**config.mk**
```make
export PLATFORM = sky130hd
export DESIGN_NAME = mips_integer_alu_hilo_unit
export DESIGN_NICKNAME = d
export VERILOG_FILES = /design/src/hdl/miah_pkg.sv /design/src/hdl/miah_ctrl.sv /design/src/hdl/miah_dp.sv /design/src/hdl/mips_integer_alu_hilo_unit.sv
export SDC_FILE = /design/constraint.sdc
export NUM_CORES = 2
export LEC_CHECK = 0
export ABC_AREA = 1
export BUFFER_PORTS_ARGS = -buffer_cell sky130_fd_sc_hd__buf_4
export CORE_ASPECT_RATIO = 1.1
export CORE_UTILIZATION = 30
export CTS_BUF_LIST = sky130_fd_sc_hd__clkbuf_2
export DETAILED_ROUTE_END_ITERATION = 8
export GPL_TIMING_DRIVEN = 1
export PLACE_DENSITY = 0.51
export SLEW_MARGIN = 0
export SYNTH_ARGS = -nofsm -noshare
export SYNTH_HDL_FRONTEND = slang
export SYNTH_SLANG_ARGS = --single-unit
```
**constraint.sdc**
```tcl
create_clock -name i_clk -period 11.7 [get_ports i_clk]
set_input_delay 2.34 -clock i_clk [delete_from_list [all_inputs] [get_ports i_clk]]
set_output_delay 2.34 -clock i_clk [all_outputs]
set_load 0.05 [all_outputs]
```
**src/hdl/miah_pkg.sv**
```systemverilog
// ----------------------------------------------------------------------------
// miah_pkg
// Shared types, operation codes and widths for the integer unit with HI/LO.
// ----------------------------------------------------------------------------
package miah_pkg;

    localparam int WORD_W  = 32;
    localparam int IMM_W   = 16;
    localparam int SHAMT_W = 5;
    localparam int OP_W    = 5;
    localparam int CNT_W   = $clog2(WORD_W);

    localparam logic [WORD_W-1:0] WORD_ONES = {WORD_W{1'b1}};
    localparam logic [WORD_W-1:0] WORD_ONE  = WORD_W'(1);

    // operation codes
    localparam logic [OP_W-1:0] OP_ADD   = 5'd0;
    localparam logic [OP_W-1:0] OP_ADDU  = 5'd1;
    localparam logic [OP_W-1:0] OP_ADDI  = 5'd2;
    localparam logic [OP_W-1:0] OP_ADDIU = 5'd3;
    localparam logic [OP_W-1:0] OP_SUBU  = 5'd4;
    localparam logic [OP_W-1:0] OP_OR    = 5'd5;
    localparam logic [OP_W-1:0] OP_ORI   = 5'd6;
    localparam logic [OP_W-1:0] OP_XOR   = 5'd7;
    localparam logic [OP_W-1:0] OP_XORI  = 5'd8;
    localparam logic [OP_W-1:0] OP_NOR   = 5'd9;
    localparam logic [OP_W-1:0] OP_AND   = 5'd10;
    localparam logic [OP_W-1:0] OP_ANDI  = 5'd11;
    localparam logic [OP_W-1:0] OP_SLL   = 5'd12;
    localparam logic [OP_W-1:0] OP_SLLV  = 5'd13;
    localparam logic [OP_W-1:0] OP_SRL   = 5'd14;
    localparam logic [OP_W-1:0] OP_SRLV  = 5'd15;
    localparam logic [OP_W-1:0] OP_SRA   = 5'd16;
    localparam logic [OP_W-1:0] OP_SRAV  = 5'd17;
    localparam logic [OP_W-1:0] OP_SLTI  = 5'd18;
    localparam logic [OP_W-1:0] OP_SLTIU = 5'd19;
    localparam logic [OP_W-1:0] OP_SLT   = 5'd20;
    localparam logic [OP_W-1:0] OP_SLTU  = 5'd21;
    localparam logic [OP_W-1:0] OP_DIV   = 5'd22;
    localparam logic [OP_W-1:0] OP_DIVU  = 5'd23;
    localparam logic [OP_W-1:0] OP_MULT  = 5'd24;
    localparam logic [OP_W-1:0] OP_MULTU = 5'd25;

    typedef struct packed {
        logic [OP_W-1:0]    operation;
        logic [WORD_W-1:0]  rs_value;
        logic [WORD_W-1:0]  rt_value;
        logic [IMM_W-1:0]   immediate;
        logic [SHAMT_W-1:0] shamt;
    } t_in;

    typedef struct packed {
        logic [WORD_W-1:0] result;
        logic              writes_register;
        logic              overflow;
        logic [WORD_W-1:0] hi_value;
        logic [WORD_W-1:0] lo_value;
    } t_out;

    // controller to datapath
    typedef struct packed {
        logic load_alu;
        logic start;
        logic mul_step;
        logic div_step;
        logic finish;
    } t_cmd;

    // datapath to controller
    typedef struct packed {
        logic is_mul;
        logic is_div;
    } t_stat;

endpackage

```
**src/hdl/miah_ctrl.sv**
```systemverilog
// ----------------------------------------------------------------------------
// miah_ctrl
// Sequencer for the integer unit: handshakes, multiply and divide steps.
// ----------------------------------------------------------------------------
module miah_ctrl (
    input  logic            i_clk,
    input  logic            i_rst_n,
    input  logic            i_in_valid,
    output logic            o_in_ready,
    output logic            o_out_valid,
    input  logic            i_out_ready,
    input  miah_pkg::t_stat i_stat,
    output miah_pkg::t_cmd  o_cmd
);

    typedef enum logic [4:0] {
        S_IDLE     = 5'b00001,
        S_MUL      = 5'b00010,
        S_MUL_DONE = 5'b00100,
        S_DIV      = 5'b01000,
        S_DIV_DONE = 5'b10000
    } t_state;

    t_state                      r_state, n_state;
    logic [miah_pkg::CNT_W-1:0]  r_cnt, n_cnt;
    logic                        r_out_valid, n_out_valid;
    logic                        out_free;
    logic                        in_xfer;

    // output register can take a new result
    assign out_free   = !r_out_valid || i_out_ready;
    assign o_in_ready = (r_state == S_IDLE) && out_free;
    assign in_xfer    = i_in_valid && o_in_ready;
    assign o_out_valid = r_out_valid;

    // next state and commands
    always_comb begin
        n_state = r_state;
        n_cnt   = r_cnt;
        o_cmd   = '0;
        case (r_state)
            S_IDLE: begin
                if (in_xfer) begin
                    if (i_stat.is_div) begin
                        o_cmd.start = 1'b1;
                        n_cnt       = '0;
                        n_state     = S_DIV;
                    end else if (i_stat.is_mul) begin
                        o_cmd.start = 1'b1;
                        n_state     = S_MUL;
                    end else begin
                        o_cmd.load_alu = 1'b1;
                    end
                end
            end
            S_MUL: begin
                o_cmd.mul_step = 1'b1;
                n_state        = S_MUL_DONE;
            end
            S_DIV: begin
                o_cmd.div_step = 1'b1;
                n_cnt          = r_cnt + 1'b1;
                if (r_cnt == miah_pkg::CNT_W'(miah_pkg::WORD_W - 1)) begin
                    n_state = S_DIV_DONE;
                end
            end
            S_MUL_DONE, S_DIV_DONE: begin
                if (out_free) begin
                    o_cmd.finish = 1'b1;
                    n_state      = S_IDLE;
                end
            end
            default: begin
                n_state = S_IDLE;
            end
        endcase
    end

    // output valid: set on a new result, cleared on transfer
    always_comb begin
        n_out_valid = r_out_valid && !i_out_ready;
        if (o_cmd.load_alu || o_cmd.finish) begin
            n_out_valid = 1'b1;
        end
    end

    always_ff @(posedge i_clk) begin
        if (!i_rst_n) begin
            r_state     <= S_IDLE;
            r_cnt       <= '0;
            r_out_valid <= 1'b0;
        end else begin
            r_state     <= n_state;
            r_cnt       <= n_cnt;
            r_out_valid <= n_out_valid;
        end
    end

endmodule

```
**src/hdl/miah_dp.sv**
```systemverilog
// ----------------------------------------------------------------------------
// miah_dp
// Datapath: combinational ALU, registered multiplier with sign correction,
// radix-2 restoring divider, HI/LO and the output register.
// ----------------------------------------------------------------------------
module miah_dp (
    input  logic            i_clk,
    input  logic            i_rst_n,
    input  miah_pkg::t_in   i_in,
    input  miah_pkg::t_cmd  i_cmd,
    output miah_pkg::t_stat o_stat,
    output miah_pkg::t_out  o_out
);

    localparam int W = miah_pkg::WORD_W;

    logic [W-1:0]   rs, rt, imm_s, imm_z, sum_rt, sum_imm;
    logic [4:0]     vsh;
    logic [W-1:0]   alu_res;
    logic           alu_wr, alu_ovf;

    logic [miah_pkg::OP_W-1:0] r_op;
    logic [W-1:0]   r_a, r_b;
    logic [2*W-1:0] r_prod;
    logic [W-1:0]   r_corr;
    logic [W-1:0]   r_quo, r_rem, r_dvs;
    logic           r_neg_q, r_neg_r;
    logic [W-1:0]   r_hi, r_lo;
    miah_pkg::t_out r_out;

    logic           div_signed, neg_a, neg_b;
    logic [W:0]     shifted, trial;
    logic [W-1:0]   fin_hi, fin_lo;

    assign rs      = i_in.rs_value;
    assign rt      = i_in.rt_value;
    assign imm_z   = W'(i_in.immediate);
    assign imm_s   = {{(W - miah_pkg::IMM_W){i_in.immediate[miah_pkg::IMM_W-1]}},
                      i_in.immediate};
    assign vsh     = rs[4:0];
    assign sum_rt  = rs + rt;
    assign sum_imm = rs + imm_s;

    // operation class for the sequencer
    assign o_stat.is_div = (i_in.operation == miah_pkg::OP_DIV) ||
                           (i_in.operation == miah_pkg::OP_DIVU);
    assign o_stat.is_mul = (i_in.operation == miah_pkg::OP_MULT) ||
                           (i_in.operation == miah_pkg::OP_MULTU);

    // combinational operations
    always_comb begin
        alu_res = '0;
        alu_wr  = 1'b1;
        alu_ovf = 1'b0;
        case (i_in.operation)
            miah_pkg::OP_ADD: begin
                alu_res = sum_rt;
                alu_ovf = (rs[W-1] ^ sum_rt[W-1]) & (rt[W-1] ^ sum_rt[W-1]);
            end
            miah_pkg::OP_ADDU:  alu_res = sum_rt;
            miah_pkg::OP_ADDI: begin
                alu_res = sum_imm;
                alu_ovf = (rs[W-1] ^ sum_imm[W-1]) & (imm_s[W-1] ^ sum_imm[W-1]);
            end
            miah_pkg::OP_ADDIU: alu_res = sum_imm;
            miah_pkg::OP_SUBU:  alu_res = rs - rt;
            miah_pkg::OP_OR:    alu_res = rs | rt;
            miah_pkg::OP_ORI:   alu_res = rs | imm_z;
            miah_pkg::OP_XOR:   alu_res = rs ^ rt;
            miah_pkg::OP_XORI:  alu_res = rs ^ imm_z;
            miah_pkg::OP_NOR:   alu_res = ~(rs | rt);
            miah_pkg::OP_AND:   alu_res = rs & rt;
            miah_pkg::OP_ANDI:  alu_res = rs & imm_z;
            miah_pkg::OP_SLL:   alu_res = rt << i_in.shamt;
            miah_pkg::OP_SLLV:  alu_res = rt << vsh;
            miah_pkg::OP_SRL:   alu_res = rt >> i_in.shamt;
            miah_pkg::OP_SRLV:  alu_res = rt >> vsh;
            miah_pkg::OP_SRA:   alu_res = W'($signed(rt) >>> i_in.shamt);
            miah_pkg::OP_SRAV:  alu_res = W'($signed(rt) >>> vsh);
            miah_pkg::OP_SLTI:  alu_res = W'($signed(rs) < $signed(imm_s));
            miah_pkg::OP_SLTIU: alu_res = W'(rs < imm_s);
            miah_pkg::OP_SLT:   alu_res = W'($signed(rs) < $signed(rt));
            miah_pkg::OP_SLTU:  alu_res = W'(rs < rt);
            default:            alu_wr  = 1'b0;
        endcase
        if (alu_ovf) begin
            alu_wr = 1'b0;
        end
        if (!alu_wr) begin
            alu_res = '0;
        end
    end

    // divider operand magnitudes
    assign div_signed = (i_in.operation == miah_pkg::OP_DIV);
    assign neg_a      = div_signed && rs[W-1];
    assign neg_b      = div_signed && rt[W-1];

    // operand capture and multi-cycle work
    always_ff @(posedge i_clk) begin
        if (i_cmd.start) begin
            r_op    <= i_in.operation;
            r_a     <= rs;
            r_b     <= rt;
            r_quo   <= neg_a ? (W'(0) - rs) : rs;
            r_dvs   <= neg_b ? (W'(0) - rt) : rt;
            r_rem   <= '0;
            r_neg_q <= neg_a ^ neg_b;
            r_neg_r <= neg_a;
        end
        if (i_cmd.mul_step) begin
            r_prod <= (2*W)'(r_a) * (2*W)'(r_b);
            if (r_op == miah_pkg::OP_MULT) begin
                r_corr <= (r_a[W-1] ? r_b : '0) + (r_b[W-1] ? r_a : '0);
            end else begin
                r_corr <= '0;
            end
        end
        if (i_cmd.div_step) begin
            r_quo <= {r_quo[W-2:0], !trial[W]};
            r_rem <= trial[W] ? shifted[W-1:0] : trial[W-1:0];
        end
    end

    // one restoring step
    assign shifted = {r_rem, r_quo[W-1]};
    assign trial   = shifted - {1'b0, r_dvs};

    // final HI/LO for multiply or divide
    always_comb begin
        fin_hi = r_prod[2*W-1:W] - r_corr;
        fin_lo = r_prod[W-1:0];
        if ((r_op == miah_pkg::OP_DIV) || (r_op == miah_pkg::OP_DIVU)) begin
            if (r_b == '0) begin
                fin_hi = r_a;
                fin_lo = ((r_op == miah_pkg::OP_DIV) && r_a[W-1])
                       ? miah_pkg::WORD_ONE : miah_pkg::WORD_ONES;
            end else begin
                fin_hi = r_neg_r ? (W'(0) - r_rem) : r_rem;
                fin_lo = r_neg_q ? (W'(0) - r_quo) : r_quo;
            end
        end
    end

    // HI/LO state
    always_ff @(posedge i_clk) begin
        if (!i_rst_n) begin
            r_hi <= '0;
            r_lo <= '0;
        end else if (i_cmd.finish) begin
            r_hi <= fin_hi;
            r_lo <= fin_lo;
        end
    end

    // output register
    always_ff @(posedge i_clk) begin
        if (i_cmd.load_alu) begin
            r_out.result          <= alu_res;
            r_out.writes_register <= alu_wr;
            r_out.overflow        <= alu_ovf;
            r_out.hi_value        <= r_hi;
            r_out.lo_value        <= r_lo;
        end else if (i_cmd.finish) begin
            r_out.result          <= '0;
            r_out.writes_register <= 1'b0;
            r_out.overflow        <= 1'b0;
            r_out.hi_value        <= fin_hi;
            r_out.lo_value        <= fin_lo;
        end
    end

    assign o_out = r_out;

endmodule

```
**src/hdl/mips_integer_alu_hilo_unit.sv**
```systemverilog
// ----------------------------------------------------------------------------
// mips_integer_alu_hilo_unit
// 32-bit MIPS integer unit with HI and LO registers.
// ----------------------------------------------------------------------------
// One operation per transfer, one result per operation. Logic, add, shift
// and compare operations finish in the acceptance cycle, so a stream of them
// runs at one per clock while results are taken. mult/multu: operand capture,
// a registered 32x32 multiplier, then a signed correction of the upper word.
// div/divu: operand capture, 32 iterations of a radix-2 restoring divider,
// then the sign fix-up. Overflowing add/addi reports the flag and no write;
// HI and LO are output with every result and reset to zero.
module mips_integer_alu_hilo_unit (
    input  logic           i_clk,
    input  logic           i_rst_n,
    input  logic           i_in_valid,
    output logic           o_in_ready,
    input  miah_pkg::t_in  i_in,
    output logic           o_out_valid,
    input  logic           i_out_ready,
    output miah_pkg::t_out o_out
);

    miah_pkg::t_cmd  cmd;
    miah_pkg::t_stat stat;

    // sequencer
    miah_ctrl u_ctrl (
        .i_clk       (i_clk),
        .i_rst_n     (i_rst_n),
        .i_in_valid  (i_in_valid),
        .o_in_ready  (o_in_ready),
        .o_out_valid (o_out_valid),
        .i_out_ready (i_out_ready),
        .i_stat      (stat),
        .o_cmd       (cmd)
    );

    // datapath
    miah_dp u_dp (
        .i_clk   (i_clk),
        .i_rst_n (i_rst_n),
        .i_in    (i_in),
        .i_cmd   (cmd),
        .o_stat  (stat),
        .o_out   (o_out)
    );

endmodule

```
=== After elaboration in Yosys (flattened, before gate mapping) ===
Cells that the tools add are included.

* Register bits: 436
* Logic and storage cells: 163

* Add/sub/neg operators: 11
* Bitwise gates (word level): 14
* Magnitude comparators: 4
* Multiplexer cells: 43
* Reductions and logical operators: 25
* Shift-type cells: 6
* Multiply operators: 1
* Eq/ne operators: 39

{| class="wikitable"
|+ Operators with widths
! operator !! count
|-
| one-hot mux 32 bit (20 select lines) || 1
|-
| 2-to-1 mux 32 bit || 17
|-
| 2-to-1 mux 98 bit || 2
|-
| subtractor 1 x 32 -> 32 bit, first input constant || 4
|-
| adder 32 bit || 3
|-
| < comparator 32 bit || 3
|-
| equality test 5 bit, second input constant || 15
|-
| multiplier 32 x 32 -> 64 bit || 1
|-
| << shifter 32 x 5 -> 32 bit || 2
|-
| right shift 32 x 5 -> 32 bit || 2
|-
| >>> shifter 32 x 5 -> 32 bit || 2
|-
| subtractor 32 bit || 2
|-
| equality test 5 x 4 -> 1 bit, second input constant || 9
|-
| 2-to-1 mux 5 bit || 7
|-
| subtractor 33 x 32 -> 33 bit || 1
|-
| AND 32 x 16 -> 32 bit || 1
|-
| AND 32 bit || 1
|-
| logical NOT 32 bit || 1
|-
| < comparator 32 x 16 -> 1 bit || 1
|-
| inverter 32 bit || 1
|-
| bitwise OR 32 x 16 -> 32 bit || 1
|-
| bitwise OR 32 bit || 1
|-
| bitwise XOR 32 x 16 -> 32 bit || 1
|-
| bitwise XOR 32 bit || 1
|-
| other kinds (23) || 63
|}

=== Longest topological paths before layout ===
* Word-level depth: 8
* Gate-level depth with buffers: 32

=== By module ===
From an unflattened synthesis, not the netlist that was laid out.

* Cell total of the unflattened synthesis: 10720
* Area, all modules: 75473.6 um^2

{| class="wikitable"
|+ Modules (own cells, without submodules)
! module !! sequential area each (um^2) !! instances !! area each (um^2) !! cells each
|-
| miah_dp || 12091.6 || 1 || 74806.7 || 10624
|-
| miah_ctrl || 220.2 || 1 || 666.9 || 96
|}

=== Worst setup path before layout ===
No wires, ideal clock.

* Path type: reg2reg
* Start point: register u_ctrl.r_state[0]
* End point: register u_ctrl.r_state[0]
* Clock period less this slack: 10.711 ns
* Setup slack: 0.989 ns
* Arrival time: 10.206 ns
* Stages on the path, launching flop included: 3
* Cell sequence: dfxtp_1 nor4_1 o31ai_1

* Longest elaborated chain between the ends: 5
* Elaborated cells on any way between the ends: 14

{| class="wikitable"
|+ RTL lines
! element !! RTL line !! RTL
|-
| start, declared || miah_ctrl.sv:24 || <nowiki>t_state r_state, n_state;</nowiki>
|-
| start signal, assigned || miah_ctrl.sv:93 || <nowiki>r_state <= n_state;</nowiki>
|-
| equality test 5 x 1 -> 1 bit || miah_ctrl.sv:32, miah_ctrl.sv:41 ||
|-
| logical AND 1 bit || miah_ctrl.sv:32 || <nowiki>assign o_in_ready = (r_state == S_IDLE) && out_free;</nowiki>
|-
| logical AND 1 bit || miah_ctrl.sv:33 || <nowiki>assign in_xfer = i_in_valid && o_in_ready;</nowiki>
|-
| inequality test 2 x 1 -> 1 bit (no source line) || - ||
|-
| AND reduction 4 bit (no source line) || - ||
|}

Parallel ways exist; a longest one is shown, timed or not.
A chain may end at the register's enable or synchronous reset.

=== Final worst setup path ===
* Start point: register u_dp.r_a[15]
* End point: register u_dp.r_prod[40] (data pin)

* Longest elaborated chain between the ends: 1

{| class="wikitable"
|+ RTL lines
! element !! RTL line !! RTL
|-
| start, declared || miah_dp.sv:23 || <nowiki>logic [W-1:0] r_a, r_b;</nowiki>
|-
| start signal, assigned || miah_dp.sv:103 || <nowiki>r_a <= rs;</nowiki>
|-
| multiplier 32 x 32 -> 64 bit || miah_dp.sv:112 || <nowiki>r_prod <= (2*W)'(r_a) * (2*W)'(r_b);</nowiki>
|-
| end signal, assigned || miah_dp.sv:112 ||
|-
| end, declared || miah_dp.sv:24 || <nowiki>logic [2*W-1:0] r_prod;</nowiki>
|}

No other way between the ends.

==> flow_summary.yaml <==
floorplan:
  initial_utilization_pct: 30.25
  row_count: 192
  chipHeight_um: 528.2
  ioPinCount: 194
  die_area_um2: 253700
  coreArea_um2: 249600
  die_w_um: 480.3
sta:
  finalHoldViolCount: 0
  drv_slew: 0
  finalCritPeriodShare_pct: 69.06
  setup_violations: 0
  max-slew-margin-rel_pct: 11.56
  fin_crit_ns: 8.080
  skew_ns: 0.1507
  rsz0062_at_grt: "false"
  tns_ns: 0
  max_freq_mhz: 123.8
  worst_pin_slew_ns: 1.313
worst_setup_path:
  r2r_slack_ns: 3.62
  startpoint_type: "register"
  critical_path_class: "register to register"
  endpoint_kind: "register"
  crit_path_max_fanout: 20
  arrival_ns: 9.37
  r2r_start: "u_dp.r_a[15]"
  required_ns: 12.99
  r2r-end: "u_dp.r_prod[40]"
  r2r_cells: 24
finish:
  seq_area_um2: 12310
  layout-drive-gt1-share_pct: 5.845
  nFillCells: 27230
  mostFrequentLayoutCells: "nand2_1 (2758), inv_1 (2305), fa_1 (902), nor2_1 (728), nand3_1 (688)"
  syn_to_final_growth_pct: 7.754
  multi_input_area_um2: 52490
  mostFrequentLayoutCell: "nand2_1"
  nets: 12210
clock_network:
  clockBufferDepth: 3
  cts_buffers: 131
  cts_root_buf: "clkbuf_2"
  cts_resized: 0
  clk_latency_ns: 1.61
  h-tree-depth: 4
  clk_pin_slew_ns: 0.10
  cts_hold_buf: 0
  clkSinkCount: 435
  cts_tree: "built"
  cts_setup_buffers: 0
grt:
  grt-busiest-layer: "met2"
  grt_util_met3_pct: 3.517
  use_met1_pct: 35.36
  grt_antenna_before_repair: 27
  use_met2_pct: 44.54
  groute.usage.overall_pct: 27.39
  grt-ovfl-total: 0
  grt_pass1_wl_um: 504300
  grt_pass1_vias: 72700
  grt_max_degree: 95
synth:
  synth_edf_count: 360
  ys_seq_elements: 435
  ys.flop_type: "edfxtp_1"
  synth.top_cell.area_share_pct: 23.92
  yosysSeqAreaShare_pct: 16.31
  avgSynthCellArea_um2: 7.044
  synth_warnings: 0
  synth_area_leaders: "fa_1 (24%), edfxtp_1 (14%), nand2_1 (14%), inv_1 (11%), ha_1 (8.9%)"
  yosysTopAreaCell: "fa_1"
  syn_nets: 12250
  synthDistinctLibCells: 62
  syn_area_um2: 75500
  synthArstFlopShare_pct: 0
  syn_inst: 10720
detailed_routing:
  drt-wirelength-per-cell_um: 24.97
  wirelength_um: 351700
  drcViolationCount: 0
  vias_per_cell: 5.162
  drt_pass1_iterations: 8
  ant_nets: 0
  drt-initial-drc-count: 7167
  vias: 72720
min_path:
  min_to: "u_ctrl.r_cnt[4]"
  min_from: "u_ctrl.r_cnt[4]"
  hold_depth: 2
  min_path_type: "register to register"
place:
  dp_hpwl_um: 274400
  io_buffers: 193
  gp_congestion: 1.035
run:
  drv_cap: 0
run_status:
  outcome: "completed"
## Yosys cell counts (all sizes together), types with 90 or more instances
master and instances:
nand2 2768, inv 2321, fa 902, nor2 741
nand3 692, o21ai 559, ha 537, a21oi 479
clkbuf 395, edfxtp 360, xor2 135, buf 95
nor3 90
## worst max-delay path by stage
stage | startpoint | endpoint | slack [ns] | cells after the start
after floorplan | u_ctrl.r_state[0] | u_ctrl.r_state[0] | 0.99 | 2
final | u_dp.r_a[15] | u_dp.r_prod[40] | 3.62 | 24
after CTS | u_dp.r_a[15] | u_dp.r_prod[40] | 3.52 | 24
after detailed placement | u_dp.r_a[15] | u_dp.r_prod[40] | 3.56 | 24
after global routing | u_dp.r_a[15] | u_dp.r_prod[40] | 3.23 | 24
after global placement | u_dp.r_a[15] | u_dp.r_prod[40] | 3.53 | 24
## critical path: stages (launching register included)
cell and delay, ns:
edfxtp_1 0.33, buf_4 0.48, buf_4 0.40, nand2_1 0.09, inv_1 0.09, fa_1 0.43, fa_1 0.51, inv_1 0.05
fa_1 0.48, fa_1 0.52, inv_1 0.06, fa_1 0.55, fa_1 0.43, fa_1 0.53, fa_1 0.42, ha_1 0.41
nand2_1 0.16, nor2_1 0.24, inv_1 0.12, nor2_1 0.11, inv_1 0.08, nor4_1 0.31, a21oi_1 0.17, o21ai_0 0.46
xor2_1 0.41
## cell type report
cell class	instances	share of cell area [%]
antenna	10	0.03076
clock buffer	190	1.169
clock inverter	43	0.3799
inverter	2336	10.78
multi-input combinational	7458	64.52
sequential	435	15.13
tap	3298	5.072
timing repair buffer	316	2.916
## flip-flops by register name, indices dropped and copies added (netlist names)
name	cells
u_ctrl.o_out_valid	1
u_ctrl.r_cnt	5
u_ctrl.r_state	5
u_dp.o_out	98
u_dp.r_a	32
u_dp.r_b	32
u_dp.r_corr	32
u_dp.r_dvs	31
u_dp.r_hi	32
u_dp.r_lo	32
u_dp.r_neg_q	1
u_dp.r_neg_r	1
u_dp.r_op	5
u_dp.r_prod	64
u_dp.r_quo	32
u_dp.r_rem	32
## cell families after synthesis
family          Yosys count  synth area share, %
compound gates         1381                10.38
xor+xnor                166                1.926
fa+ha+maj              1439                32.82
buf+inv                2826                14.27
flops                   435                16.31
simple gates           4472                24.31
## through the flow
step                instances  cell area (um2)  util, %  hold WS, ns  worst slack, ns
finish                  14090            81360    32.59       0.4734            3.620
global route            14080            81340    32.59       0.5204            3.227
CTS                     14080            81330    32.58       0.4755            3.525
detailed placement      13840            80070    32.08       0.4610            3.560
global placement        13840            80060    32.07       0.4571            3.531
floorplan               10720            75500        -       0.4446           0.9895
## metal layers
layer / part of all wire [%] / vias up
met5: 0.022 / -
met4: 6.1 / 10
met3: 6.7 / 641
met2: 46 / 3175
met1: 42 / 35830
li1: - / 33070
Power is not shown: default switching activity piles up to over one toggle a cycle in this logic, so the estimate is an artifact.
